==> src/hw/rtl/lpd_pkg.sv <==
// ----------------------------------------------------------------------------
// lpd_pkg: shared types and constants of the length-prefixed packet deframer
// Holds the field widths and the result word that passes from the parser to
// the output register.
// ----------------------------------------------------------------------------
package lpd_pkg;

    localparam int unsigned BYTE_W   = 8;
    localparam int unsigned LEN_W    = 32;
    localparam int unsigned HDR_IDX_W = 6;
    // Number of header bytes that carry the length (little-endian).
    localparam int unsigned LEN_BYTES = 4;
    localparam int unsigned OUT_DATA_W = 40;

    typedef logic [BYTE_W-1:0]    byte_t;
    typedef logic [LEN_W-1:0]     len_t;
    typedef logic [HDR_IDX_W-1:0] hdr_idx_t;

    typedef struct packed {
        logic  valid;
        byte_t payload_byte;
        logic  first_of_packet;
        logic  last_of_packet;
        len_t  packet_length;
    } result_t;

endpackage

==> src/hw/rtl/lpd_parser.sv <==
// ----------------------------------------------------------------------------
// lpd_parser: header and payload tracking
// Walks the header, assembles the length and counts the payload bytes down.
// ----------------------------------------------------------------------------
module lpd_parser #(
    parameter int unsigned HEADER_BYTES = 20
) (
    input  logic                  aclk,
    input  logic                  aresetn,
    input  logic                  accept,
    input  lpd_pkg::byte_t        data_byte,
    output lpd_pkg::result_t      result
);

    localparam lpd_pkg::hdr_idx_t HDR_LAST = lpd_pkg::HDR_IDX_W'(HEADER_BYTES - 1);
    localparam lpd_pkg::hdr_idx_t LEN_END  = lpd_pkg::HDR_IDX_W'(lpd_pkg::LEN_BYTES);

    logic              in_payload_reg, in_payload_next;
    lpd_pkg::hdr_idx_t header_index_reg, header_index_next;
    lpd_pkg::len_t     length_accum_reg, length_accum_next;
    lpd_pkg::len_t     bytes_remaining_reg, bytes_remaining_next;
    lpd_pkg::len_t     remaining_dec;

    assign remaining_dec = bytes_remaining_reg - lpd_pkg::LEN_W'(1);

    always_comb begin
        in_payload_next      = in_payload_reg;
        header_index_next    = header_index_reg;
        length_accum_next    = length_accum_reg;
        bytes_remaining_next = bytes_remaining_reg;

        result.valid           = accept && in_payload_reg;
        result.payload_byte    = data_byte;
        result.first_of_packet = (bytes_remaining_reg == length_accum_reg);
        result.last_of_packet  = (bytes_remaining_reg == lpd_pkg::LEN_W'(1));
        result.packet_length   = length_accum_reg;

        if (accept) begin
            if (!in_payload_reg) begin
                // Length bytes arrive least significant first.
                if (header_index_reg < LEN_END) begin
                    case (header_index_reg[1:0])
                        2'd0: length_accum_next = {24'd0, data_byte};
                        2'd1: length_accum_next[15:8]  = data_byte;
                        2'd2: length_accum_next[23:16] = data_byte;
                        default: length_accum_next[31:24] = data_byte;
                    endcase
                end
                if (header_index_reg >= HDR_LAST) begin
                    header_index_next = '0;
                    if (length_accum_next != '0) begin
                        in_payload_next      = 1'b1;
                        bytes_remaining_next = length_accum_next;
                    end
                end else begin
                    header_index_next = header_index_reg + lpd_pkg::HDR_IDX_W'(1);
                end
            end else begin
                bytes_remaining_next = remaining_dec;
                if (remaining_dec == '0) begin
                    in_payload_next   = 1'b0;
                    header_index_next = '0;
                end
            end
        end
    end

    always_ff @(posedge aclk) begin
        if (!aresetn) begin
            in_payload_reg      <= 1'b0;
            header_index_reg    <= '0;
            length_accum_reg    <= '0;
            bytes_remaining_reg <= '0;
        end else begin
            in_payload_reg      <= in_payload_next;
            header_index_reg    <= header_index_next;
            length_accum_reg    <= length_accum_next;
            bytes_remaining_reg <= bytes_remaining_next;
        end
    end

endmodule

==> src/hw/rtl/lpd_out_reg.sv <==
// ----------------------------------------------------------------------------
// lpd_out_reg: result register
// Holds one result word until the downstream side takes it.
// ----------------------------------------------------------------------------
module lpd_out_reg (
    input  logic             aclk,
    input  logic             aresetn,
    input  logic             load,
    input  lpd_pkg::result_t result,
    input  logic             out_ready,
    output logic             out_valid,
    output logic             slot_free,
    output lpd_pkg::result_t held
);

    logic             valid_reg, valid_next;
    lpd_pkg::result_t data_reg, data_next;

    // The slot can take a new word when empty or when its word leaves now.
    assign slot_free = !valid_reg || out_ready;

    always_comb begin
        valid_next = valid_reg;
        data_next  = data_reg;
        if (load) begin
            valid_next = result.valid;
            data_next  = result;
        end else if (out_ready) begin
            valid_next = 1'b0;
        end
    end

    always_ff @(posedge aclk) begin
        if (!aresetn) begin
            valid_reg <= 1'b0;
        end else begin
            valid_reg <= valid_next;
        end
        data_reg <= data_next;
    end

    assign out_valid = valid_reg;
    assign held      = data_reg;

endmodule

==> src/hw/rtl/length_prefixed_packet_deframer.sv <==
// ----------------------------------------------------------------------------
// length_prefixed_packet_deframer: strips length headers from a byte stream
// Each packet is a header of HEADER_BYTES bytes, whose first four bytes give
// the payload length little-endian, followed by that many payload bytes.
// ----------------------------------------------------------------------------
//
//  Channel | Direction | tdata (low bit up)                 | tuser / tlast
//  --------+-----------+------------------------------------+-----------------------
//  s_      | in        | data_byte[7:0]                     | none
//  m_      | out       | payload_byte[7:0], packet_length   | first_of_packet / last
//
// One byte is taken every cycle while s_tready is high; a payload byte
// appears on the master side in the next cycle, held in a single result register.
// Header bytes and zero-length headers produce no output word.
// The input side stalls only while the result register is full and the
// downstream side does not take it (s_tready follows m_tready then).
// Reset (aresetn low at a clock edge) returns to the start of a header and
// empties the result register.
//
module length_prefixed_packet_deframer #(
    parameter int unsigned HEADER_BYTES = 20
) (
    input  logic        aclk,
    input  logic        aresetn,
    input  logic        s_tvalid,
    output logic        s_tready,
    input  logic [7:0]  s_tdata,   // data_byte[7:0]
    output logic        m_tvalid,
    input  logic        m_tready,
    output logic [39:0] m_tdata,   // payload_byte[7:0], packet_length[39:8]
    output logic        m_tuser,   // first_of_packet
    output logic        m_tlast    // last_of_packet
);

    logic             accept;
    logic             slot_free;
    lpd_pkg::result_t result;
    lpd_pkg::result_t held;

    // A byte is accepted whenever the result slot can take what it yields.
    assign s_tready = slot_free;
    assign accept   = s_tvalid && slot_free;

    lpd_parser #(
        .HEADER_BYTES(HEADER_BYTES)
    ) u_parser (
        .aclk     (aclk),
        .aresetn  (aresetn),
        .accept   (accept),
        .data_byte(s_tdata),
        .result   (result)
    );

    // The result register reloads on every accepted byte; a header byte
    // simply loads an empty slot.
    lpd_out_reg u_out (
        .aclk     (aclk),
        .aresetn  (aresetn),
        .load     (accept),
        .result   (result),
        .out_ready(m_tready),
        .out_valid(m_tvalid),
        .slot_free(slot_free),
        .held     (held)
    );

    assign m_tdata = {held.packet_length, held.payload_byte};
    assign m_tuser = held.first_of_packet;
    assign m_tlast = held.last_of_packet;

endmodule

==> config.mk <==
export PLATFORM = sky130hd
export DESIGN_NAME = length_prefixed_packet_deframer
export DESIGN_NICKNAME = d
export VERILOG_FILES = /design/src/hw/rtl/lpd_pkg.sv /design/src/hw/rtl/lpd_parser.sv /design/src/hw/rtl/lpd_out_reg.sv /design/src/hw/rtl/length_prefixed_packet_deframer.sv
export SDC_FILE = /design/constraint.sdc
export NUM_CORES = 1
export LEC_CHECK = 0
export BUFFER_PORTS_ARGS = -buffer_cell sky130_fd_sc_hd__buf_2
export CELL_PAD_IN_SITES_DETAIL_PLACEMENT = 0
export CELL_PAD_IN_SITES_GLOBAL_PLACEMENT = 1
export CORE_UTILIZATION = 28
export CTS_BUF_LIST = sky130_fd_sc_hd__clkbuf_4 sky130_fd_sc_hd__clkbuf_8
export CTS_CLUSTER_SIZE = 20
export DETAILED_ROUTE_END_ITERATION = 12
export GPL_ROUTABILITY_DRIVEN = 0
export HOLD_SLACK_MARGIN = 0.05
export PLACE_DENSITY = 0.56
export SLEW_MARGIN = 15
export SYNTH_ARGS = -nofsm -noshare
export SYNTH_HDL_FRONTEND = slang
export SYNTH_HIERARCHICAL = 1
export SYNTH_SLANG_ARGS = --single-unit
export TNS_END_PERCENT = 10
==> constraint.sdc <==
create_clock -name aclk -period 7.54 [get_ports aclk]
set_clock_uncertainty 0.15 [all_clocks]
set_input_delay 1.508 -clock aclk [delete_from_list [all_inputs] [get_ports aclk]]
set_output_delay 1.508 -clock aclk [all_outputs]
set_load 0.02 [all_outputs]
Word-level counts from Yosys, hierarchy flattened
Index checks and enable logic that the tools add are counted.
{ "totals": {"word_cells": 52, "out_inout_bits": 44, "inputBits": 12, "reg_bits": 114} }
{ "op_classes": {"addsub": 2, "n_lt_le_gt_ge": 2, "n_bitwise": 1, "n_reduce_logical": 14, "muxes": 19, "eq_ne": 5} }
{ "ops": {"columns": ["cell", "count"], "rows": [
  ["32-bit 2-to-1 mux", 6],
  ["8-bit case mux with 2 select lines", 3],
  ["32-bit by 1-bit equality test with 1-bit output, second input constant", 1],
  ["32-bit equality test", 1],
  ["32-bit logical NOT", 1],
  ["32-bit nonzero test", 1],
  ["32-bit by 1-bit subtractor with 32-bit output, second input constant", 1],
  ["6-bit 2-to-1 mux", 3],
  ["8-bit 2-to-1 mux", 1],
  ["6-bit by 1-bit adder with 6-bit output, second input constant", 1],
  ["6-bit by 5-bit >= comparator with 1-bit output, second input constant", 1],
  ["6-bit by 3-bit less-than comparator with 1-bit output, second input constant", 1],
  ["1-bit 2-to-1 mux", 6],
  ["2-bit nonzero test", 3],
  ["2-bit AND reduction", 2],
  ["3-bit AND reduction", 1],
  ["2-bit by 1-bit equality test with 1-bit output, second input constant", 1],
  ["2-bit equality test, second input constant", 1],
  ["1-bit logical AND", 2],
  ["2-bit logical NOT", 1],
  ["2-bit != test, second input constant", 1],
  ["2-bit OR reduction", 1],
  ["1-bit logical NOT", 1],
  ["1-bit logical OR", 1],
  ["1-bit inverter", 1]
]} }

Depth between registers and ports, before layout
Gate-level depths: netlist of run 1.
{ "depth": {"depth_word": 10, "mapped_depth": 11, "depth_no_buf": 9} }

Modules after synthesis
The synthesis of run 1 kept the hierarchy.
{ "by_module_without_submodules": {"columns": ["mod", "instances", "area_each_um2", "seq_area_each_um2", "cells_each"], "rows": [
  ["lpd_parser", 1, 5056.1, 1421.4, 642],
  ["lpd_out_reg", 1, 1333.8, 1311.3, 48],
  ["length_prefixed_packet_deframer", 1, 6.3, 0.0, 1]
]} }

Least setup slack after synthesis of run 1
Ideal clock, no wire load.
{ "synth_timing": {"path_type": "input-to-reg", "from": "in m_tready", "to": "reg u_parser.header_index_reg[1]", "path_stages": 8, "path_slack_ns": 3.091, "t_arrival_ns": 4.161, "cell_sequence": "nand2b_1 and2_1 nor2b_1 nand4b_1 nor4_1 o311ai_0 nor4_2 o21ai_0"} }
{ "synth_via": {"elab_chain_cells": 3} }
{ "synth_lines": {"columns": ["element", "line_no", "source"], "rows": [
  ["start, declared", "length_prefixed_packet_deframer.sv:29", "input logic m_tready,"],
  ["1-bit logical OR", "lpd_out_reg.sv:20", "assign slot_free = !valid_reg || out_ready;"],
  ["1-bit logical AND", "length_prefixed_packet_deframer.sv:42", "assign accept = s_tvalid && slot_free;"],
  ["via accept", "length_prefixed_packet_deframer.sv:35", "logic accept;"],
  ["2-bit AND reduction (no source line)", null, null],
  ["end signal, assigned", "lpd_parser.sv:76", "header_index_reg <= header_index_next;"],
  ["end, declared", "lpd_parser.sv:19", "lpd_pkg::hdr_idx_t header_index_reg, header_index_next;"]
]} }
The timed path passes the listed nets, and every way through them passes these cells.
A chain may end at the register's enable or synchronous reset.

Worst setup path in the final report of run 1
{ "layout_timing": {"from": "in s_tdata[0]", "to": "reg u_parser.bytes_remaining_reg[3]"} }
{ "layout_via": {"elab_chain_cells": 7, "elab_cells_between_ends": 10, "cone_classes": "7 x mux; 3 x reduce/logical"} }
{ "layout_lines": {"columns": ["element", "line_no", "source"], "rows": [
  ["start, declared", "length_prefixed_packet_deframer.sv:27", "input logic [7:0] s_tdata,"],
  ["8-bit case mux with 2 select lines / 8-bit 2-to-1 mux (equally long branches)", "lpd_parser.sv:42", "case (header_index_reg[1:0])"],
  ["32-bit 2-to-1 mux (*)", "lpd_parser.sv:41", "if (header_index_reg < LEN_END) begin"],
  ["32-bit 2-to-1 mux (*)", "lpd_parser.sv:39", "if (!in_payload_reg) begin"],
  ["32-bit 2-to-1 mux (*)", "lpd_parser.sv:38", "if (accept) begin"],
  ["32-bit nonzero test (*)", "lpd_parser.sv:51", "if (length_accum_next != '0) begin"],
  ["2-bit nonzero test (no source line) (*)", null, null],
  ["3-bit AND reduction (no source line) (*)", null, null],
  ["end signal, assigned", "lpd_parser.sv:78", "bytes_remaining_reg <= bytes_remaining_next;"],
  ["end, declared", "lpd_parser.sv:21", "lpd_pkg::len_t bytes_remaining_reg, bytes_remaining_next;"]
]} }
Mark *: on every way between the ends. The rest lies on a longest branch, timed or not. The select of a mux whose other input is x is not followed.

==> impl_metrics.sql, run 1 <==
INSERT INTO impl_metrics (metric_group, metric, value, unit) VALUES
('final_layout', 'n_antenna_cell', '0', ''),
('clock_tree', 'postCtsSetupBuffers', '0', ''),
('timing', 'finalMaxSlewViolations', '0', ''),
('timing', 'grt_setup_unrepaired', 'false', ''),
('timing', 'holdWs', '335', 'ps'),
('detailed_routing', 'num_vias', '5685', ''),
('timing', 'period_needed', '4310', 'ps'),
('clock_tree', 'post_cts.resized_instances', '0', ''),
('final_layout', 'finalNetCount', '724', ''),
('floorplanning', 'coreArea', '22000', 'um^2'),
('final_layout', 'area_growth', '11.9', '%'),
('place', 'hpwlAfterDp', '15300', 'um'),
('floorplanning', 'start_util', '28.9', '%'),
('timing', 'worst_slew_margin_rel', '18.6', '%'),
('critical_path', 'worst-path-max-fanout', '24', ''),
('timing', 'fin_crit_sh', '57.2', '%'),
('power_and_ir_drop', 'power_density', '196', 'nW/um^2'),
('critical_path', 'end_kind', 'flip-flop', ''),
('critical_path', 'timing.reg2reg.setup_slack', '3410', 'ps'),
('global_routing', 'grt_first_pass_wirelength', '34100', 'um'),
('job', 'cap_viol_max_count', '0', ''),
('critical_path', 'cp_max_stage_delay', '670', 'ps'),
('critical_path', 'critical-path-slowest-cell', 'sky130_fd_sc_hd__a31o_2', ''),
('detailed_routing', 'wl_per_cell', '22.4', 'um'),
('clock_tree', 'clk_path_buf_depth', '2', ''),
('floorplanning', 'floorplan.rows', '54', ''),
('logic_synthesis', 'synthesis.area', '6370', 'um^2'),
('global_routing', 'maximum_number_of_pins_on_one_net_before_global_route_repair', '75', ''),
('timing', 'fmax', '232', 'MHz'),
('detailed_routing', 'finalWirelength', '22400', 'um'),
('detailed_routing', 'route.antenna.remaining_nets', '0', ''),
('critical_path', 'path_cells', 'buf_2 > or4_1 > or4_1 > a221o_1 > nor4_4 > a31o_2 > and2_1 > a221o_1', ''),
('logic_synthesis', 'yosysWarnings', '6', ''),
('detailed_routing', 'remaining_drc_errors', '6', ''),
('outcome', 'violations', 'DRC', ''),
('place', 'dp_cells', '966', ''),
('clock_tree', 'cts_num_sinks', '114', ''),
('floorplanning', 'chipHeight', '153', 'um'),
('detailed_routing', 'drt_iter0_markers', '802', ''),
('detailed_routing', 'firstDrtPassIters', '11', ''),
('critical_path', 'worstPathArrival', '4550', 'ps'),
('timing', 'report.final.setup_viol', '0', ''),
('final_layout', 'filler_cell_count', '2300', ''),
('critical_path', 'worst-setup-path-type', 'in -> reg', ''),
('final_layout', 'seqCellArea', '2700', 'um^2'),
('clock_tree', 'clock_tree_root_driver_cell', 'sky130_fd_sc_hd__clkbuf_8', ''),
('floorplanning', 'design.portCount', '56', ''),
('clock_tree', 'clk_latency', '460', 'ps'),
('timing', 'tightest_slew', '1220', 'ps'),
('clock_tree', 'htree_levels', '4', ''),
('clock_tree', 'number_of_buffers_inserted_by_hold_repair_at_cts', '0', ''),
('final_layout', 'drive_gt1_share', '18.7', '%'),
('global_routing', 'grt_pass1_vias', '5354', ''),
('global_routing', 'sum_of_overflow_across_all_layers_after_global_routing', '0', ''),
('logic_synthesis', 'syn_area_per_cell', '9.23', 'um^2'),
('power_and_ir_drop', 'totalPowerFinal', '1.40', 'mW'),
('global_routing', 'total_track_usage', '19.4', '%'),
('place', 'port-buffer-count', '55', ''),
('clock_tree', 'tritoncts', 'done', ''),
('critical_path', 'startpoint_type', 'input port', ''),
('clock_tree', 'cts.reportedPaths.clkPinSlew', '70', 'ps'),
('power_and_ir_drop', 'leakage', '2.97', 'nW'),
('final_layout', 'largest_register_ff_count', '42', ''),
('timing', 'final-hold-violation-count', '0', ''),
('outcome', 'outcome', 'finished, violations left', ''),
('logic_synthesis', 'syn_inst', '690', ''),
('timing', 'fin_ws', '3230', 'ps'),
('clock_tree', 'cts-buffers-inserted', '17', ''),
('detailed_routing', 'route.detailed.vias_per_inst', '5.70', ''),
('timing', 'fin_tns_setup', '0', 'ps'),
('floorplanning', 'floorplan.die_area', '23300', 'um^2'),
('logic_synthesis', 'mappedNetlistNets', '709', ''),
('place', 'post-place-ws', '2810', 'ps'),
('power_and_ir_drop', 'ir_drop', '87.9', 'uV'),
('global_routing', 'grt_antenna_before_repair', '1', ''),
('final_layout', 'final-instance-count-excl-fill', '998', ''),
('critical_path', 'critPathRequiredTime', '7780', 'ps'),
('floorplanning', 'floorplan.die.width', '153', 'um'),
('min_path', 'hold_path.class', 'reg -> reg', ''),
('final_layout', 'multi_input_comb_area', '3330', 'um^2');
-- where the power goes --
group	total, mW	leakage (nW)	internal (mW)	switching [mW]
Clock	0.547	0.184	0.262	0.285
Combinational	0.172	1.78	0.0576	0.114
Sequential	0.680	1.01	0.660	0.0199
-- cell usage in the layout (no fill, tap or decap), types with 14 or more instances in the layout --
cell and n:
sky130_fd_sc_hd__a21oi_1 18, sky130_fd_sc_hd__a222oi_1 19, sky130_fd_sc_hd__a22o_1 17, sky130_fd_sc_hd__a22oi_1 17, sky130_fd_sc_hd__buf_2 55, sky130_fd_sc_hd__clkbuf_8 17, sky130_fd_sc_hd__dfxtp_1 72, sky130_fd_sc_hd__edfxtp_1 42
sky130_fd_sc_hd__mux2_2 15, sky130_fd_sc_hd__mux2i_1 14, sky130_fd_sc_hd__nand2_1 38, sky130_fd_sc_hd__nand3_1 17, sky130_fd_sc_hd__nor2_1 85, sky130_fd_sc_hd__nor2b_1 16, sky130_fd_sc_hd__nor3_1 26, sky130_fd_sc_hd__nor4_1 23
sky130_fd_sc_hd__o21ai_0 27, sky130_fd_sc_hd__xor2_1 34
-- routing by layer --
layer / share of wire (%) / GRT usage, % / up-vias
li1: - / - / 2602
met1: 46 / 27.2 / 2774
met2: 44 / 29.1 / 275
met3: 8.5 / 4.47 / 34
met4: 1.7 / 6.49 / 0
met5: 0 / 0 / -
-- final cells by class --
cell class                      count  share of cell area, %
Clock buffer                       17                   3.28
Timing Repair Buffer               61                   4.50
Sequential cell                   114                   37.9
Tap cell                          280                   4.92
Clock inverter                     15                   1.91
Inverter                           12                  0.632
Multi-Input combinational cell    499                   46.8
-- critical path: cells and delay by family --
kind	cells	cell delay, ps
compound gates	3	1230
buf+inv	1	200
simple gates	4	1590
-- stage by stage --
step / util, % / area [um^2]
finish: 32.3 / 7120
global placement: 30.7 / 6750
CTS: 32.3 / 7120
global route: 32.3 / 7120
floorplan: - / 6370
detailed placement: 30.7 / 6750
-- path summary, 6_finish.rpt --
| check | startpoint | end | depth (start not counted) |
|---|---|---|---|
| worst max register to register | u_parser/bytes_remaining_reg[1] | u_parser/header_index_reg[3] | 9 |
| worst min register to register | u_parser/header_index_reg[5] | u_parser/header_index_reg[5] | 2 |
| worst min-delay path | u_parser/header_index_reg[5] | u_parser/header_index_reg[5] | 2 |
| worst max-delay path | s_tdata[0] | u_parser/bytes_remaining_reg[3] | 8 |
(Power assumes the default switching activity.)
==> inputs of run 2 (changes only) <==
- PLACE_DENSITY: 0.56 -> 0.58
- clock period: 7.54 -> 3.72 ns (I/O delays scaled with it)
==> run 2 against run 1 <==
  * The flow still finishes with violations (DRC)
  * Total power up 110%
  * Sequential cell count stayed put
  * Hold slack better by 3.8 ps
  * Combinational power grew 110%
  * Critical endpoint is now u_parser/header_index_reg[4]
  * Largest power group unchanged
==> impl_metrics.sql, run 2 (synthesized netlist as in run 1, its figures left out) <==
INSERT INTO impl_metrics (metric_group, metric, value, unit) VALUES
('power_and_ir_drop', 'totalPowerFinal', '3.00', 'mW'),
('min_path', 'min_delay_worst_endpoint', 'u_parser/header_index_reg[5]', ''),
('clock_tree', 'clk_latency', '450', 'ps'),
('critical_path', 'startpoint_type', 'flip-flop', ''),
('timing', 'fmax', '299', 'MHz'),
('place', 'dp_cells', '994', ''),
('timing', 'final-hold-violation-count', '0', ''),
('final_layout', 'final-instance-count-excl-fill', '1026', ''),
('floorplanning', 'floorplan.rows', '54', ''),
('timing', 'fin_ws', '381', 'ps'),
('final_layout', 'finish.utilization', '33.5', '%'),
('detailed_routing', 'route.detailed.vias_per_inst', '5.73', ''),
('global_routing', 'grt_pass1_vias', '5560', ''),
('min_path', 'worst_hold_startpoint', 'u_parser/header_index_reg[5]', ''),
('timing', 'period_needed', '3340', 'ps'),
('global_routing', 'grt_first_pass_wirelength', '34600', 'um'),
('power_and_ir_drop', 'net-switching-power', '850', 'uW'),
('place', 'hpwlAfterDp', '16300', 'um'),
('critical_path', 'timing.reg2reg.setup_slack', '380', 'ps'),
('floorplanning', 'floorplan.die.width', '153', 'um'),
('detailed_routing', 'remaining_drc_errors', '3', ''),
('timing', 'finalMaxSlewViolations', '0', ''),
('power_and_ir_drop', 'seq_power_share', '46.0', '%'),
('detailed_routing', 'firstDrtPassIters', '12', ''),
('final_layout', 'filler_cell_count', '2267', ''),
('critical_path', 'rr_endpoint', 'u_parser/header_index_reg[4]', ''),
('global_routing', 'total_track_usage', '19.6', '%'),
('clock_tree', 'postCtsSetupBuffers', '0', ''),
('power_and_ir_drop', 'leakage', '3.13', 'nW'),
('final_layout', 'drive_gt1_share', '21.4', '%'),
('floorplanning', 'chipHeight', '153', 'um'),
('global_routing', 'sum_of_overflow_across_all_layers_after_global_routing', '0', ''),
('final_layout', 'finalNetCount', '752', ''),
('timing', 'tightest_slew', '750', 'ps'),
('global_routing', 'grt_antenna_before_repair', '1', ''),
('power_and_ir_drop', 'power_density', '406', 'nW/um^2'),
('critical_path', 'number_of_cells_traversed_by_the_worst_register_to_register_path', '10', ''),
('timing', 'grt_setup_unrepaired', 'false', ''),
('outcome', 'violations', 'DRC', ''),
('detailed_routing', 'finalWirelength', '22700', 'um'),
('clock_tree', 'htree_levels', '4', ''),
('clock_tree', 'clk_path_buf_depth', '2', ''),
('min_path', 'worstHoldPathCells', '2', ''),
('final_layout', 'most_common_cell_after_layout_fill_and_taps_aside', 'sky130_fd_sc_hd__nor2_1', ''),
('final_layout', 'largest_register_ff_count', '42', ''),
('clock_tree', 'cts-buffers-inserted', '17', ''),
('floorplanning', 'start_util', '28.9', '%'),
('power_and_ir_drop', 'share_comb_of_total_power', '12.3', '%'),
('final_layout', 'most-common-layout-cells', '86 x sky130_fd_sc_hd__nor2_1, 72 x sky130_fd_sc_hd__dfxtp_1, 55 x sky130_fd_sc_hd__buf_2, 42 x sky130_fd_sc_hd__edfxtp_1, 38 x sky130_fd_sc_hd__nand2_1', ''),
('floorplanning', 'design.portCount', '56', ''),
('timing', 'fin_crit_sh', '89.8', '%'),
('clock_tree', 'clock_tree_root_driver_cell', 'sky130_fd_sc_hd__clkbuf_8', ''),
('min_path', 'hold_path.class', 'reg -> reg', ''),
('timing', 'report.final.setup_viol', '0', ''),
('place', 'port-buffer-count', '55', ''),
('detailed_routing', 'drt_iter0_markers', '756', ''),
('final_layout', 'finish.instance_area', '7380', 'um^2'),
('clock_tree', 'post_cts.resized_instances', '0', ''),
('clock_tree', 'cts_num_sinks', '114', ''),
('critical_path', 'crit-reg2reg-launch', 'u_parser/bytes_remaining_reg[1]', ''),
('critical_path', 'end_kind', 'flip-flop', ''),
('place', 'place_area', '6960', 'um^2'),
('detailed_routing', 'num_vias', '5883', ''),
('global_routing', 'maximum_number_of_pins_on_one_net_before_global_route_repair', '35', ''),
('floorplanning', 'floorplan.die_area', '23300', 'um^2'),
('detailed_routing', 'wl_per_cell', '22.1', 'um'),
('timing', 'worst_slew_margin_rel', '50.0', '%'),
('detailed_routing', 'route.antenna.remaining_nets', '0', ''),
('power_and_ir_drop', 'swShare', '28.4', '%'),
('critical_path', 'worstPathArrival', '3520', 'ps'),
('critical_path', 'critPathRequiredTime', '3900', 'ps'),
('timing', 'fin_tns_setup', '0', 'ps'),
('critical_path', 'worst-path-max-fanout', '8', ''),
('final_layout', 'area_growth', '15.9', '%'),
('power_and_ir_drop', 'clock_power_share', '41.7', '%'),
('clock_tree', 'cts.reportedPaths.clkPinSlew', '80', 'ps'),
('critical_path', 'worst-setup-path-type', 'reg -> reg', ''),
('clock_tree', 'tritoncts', 'done', ''),
('timing', 'holdWs', '339', 'ps'),
('job', 'cap_viol_max_count', '0', ''),
('power_and_ir_drop', 'ir_drop', '194', 'uV'),
('outcome', 'outcome', 'finished, violations left', ''),
('place', 'post-place-ws', '94.6', 'ps'),
('floorplanning', 'coreArea', '22000', 'um^2'),
('final_layout', 'n_antenna_cell', '0', ''),
('clock_tree', 'number_of_buffers_inserted_by_hold_repair_at_cts', '0', ''),
('power_and_ir_drop', 'internal_power_summed_over_all_cells', '2.15', 'mW');
## run 2: worst max-delay path by stage
stage | startpoint | endpoint | slack (ps) | depth (start not counted)
3_3_place_gp | s_tdata[2] | u_parser/bytes_remaining_reg[19] | 170 | 9
4_1_cts | u_parser/bytes_remaining_reg[0] | u_parser/in_payload_reg | 440 | 8
5_1_grt | u_parser/bytes_remaining_reg[1] | u_parser/header_index_reg[4] | 90 | 10
3_5_place_dp | s_tdata[2] | u_parser/bytes_remaining_reg[27] | 90 | 8
6_report | u_parser/bytes_remaining_reg[1] | u_parser/header_index_reg[4] | 380 | 10
2_1_floorplan | m_tready | u_parser/header_index_reg[1] | 60 | 8
## run 2: worst max-delay path, cell delays in order (launching register included)
cell                       delay, ps
sky130_fd_sc_hd__dfxtp_1         390
sky130_fd_sc_hd__inv_1           150
sky130_fd_sc_hd__ha_1            280
sky130_fd_sc_hd__nor4b_1         400
sky130_fd_sc_hd__nand4_1         220
sky130_fd_sc_hd__o21ai_0         470
sky130_fd_sc_hd__o31ai_1         230
sky130_fd_sc_hd__a2111o_1        340
sky130_fd_sc_hd__nor4_2          250
sky130_fd_sc_hd__buf_4           220
sky130_fd_sc_hd__o21ai_0         100
## run 2: area by class of cell
cell class	instances	area (um^2)	share of cell area, %
clock buffer	18	241	3.27
clock inverter	14	175	2.37
inverter	12	45.0	0.611
multi-input combinational	499	3330	45.2
sequential	114	2700	36.6
tap	280	350	4.75
timing repair buffer	89	531	7.19
## run 2: power groups by stage
stage                     clock network [mW]  registers [mW]  logic [mW]
after floorplan                            0            1.43       0.206
after CTS                               1.27            1.38       0.362
after detailed placement                   0            1.40       0.361
final                                   1.25            1.38       0.369
after global routing                    1.34            1.38       0.392
after global placement                     0            1.40       0.359
## run 2: layer usage
layer | vias up | track usage [%] | part of all wire [%]
li1 | 2656 | - | -
met1 | 2901 | 28.1 | 47
met2 | 304 | 30.2 | 45
met3 | 22 | 3.47 | 7.3
met4 | 0 | 4.52 | 1.1
met5 | - | 0 | 0
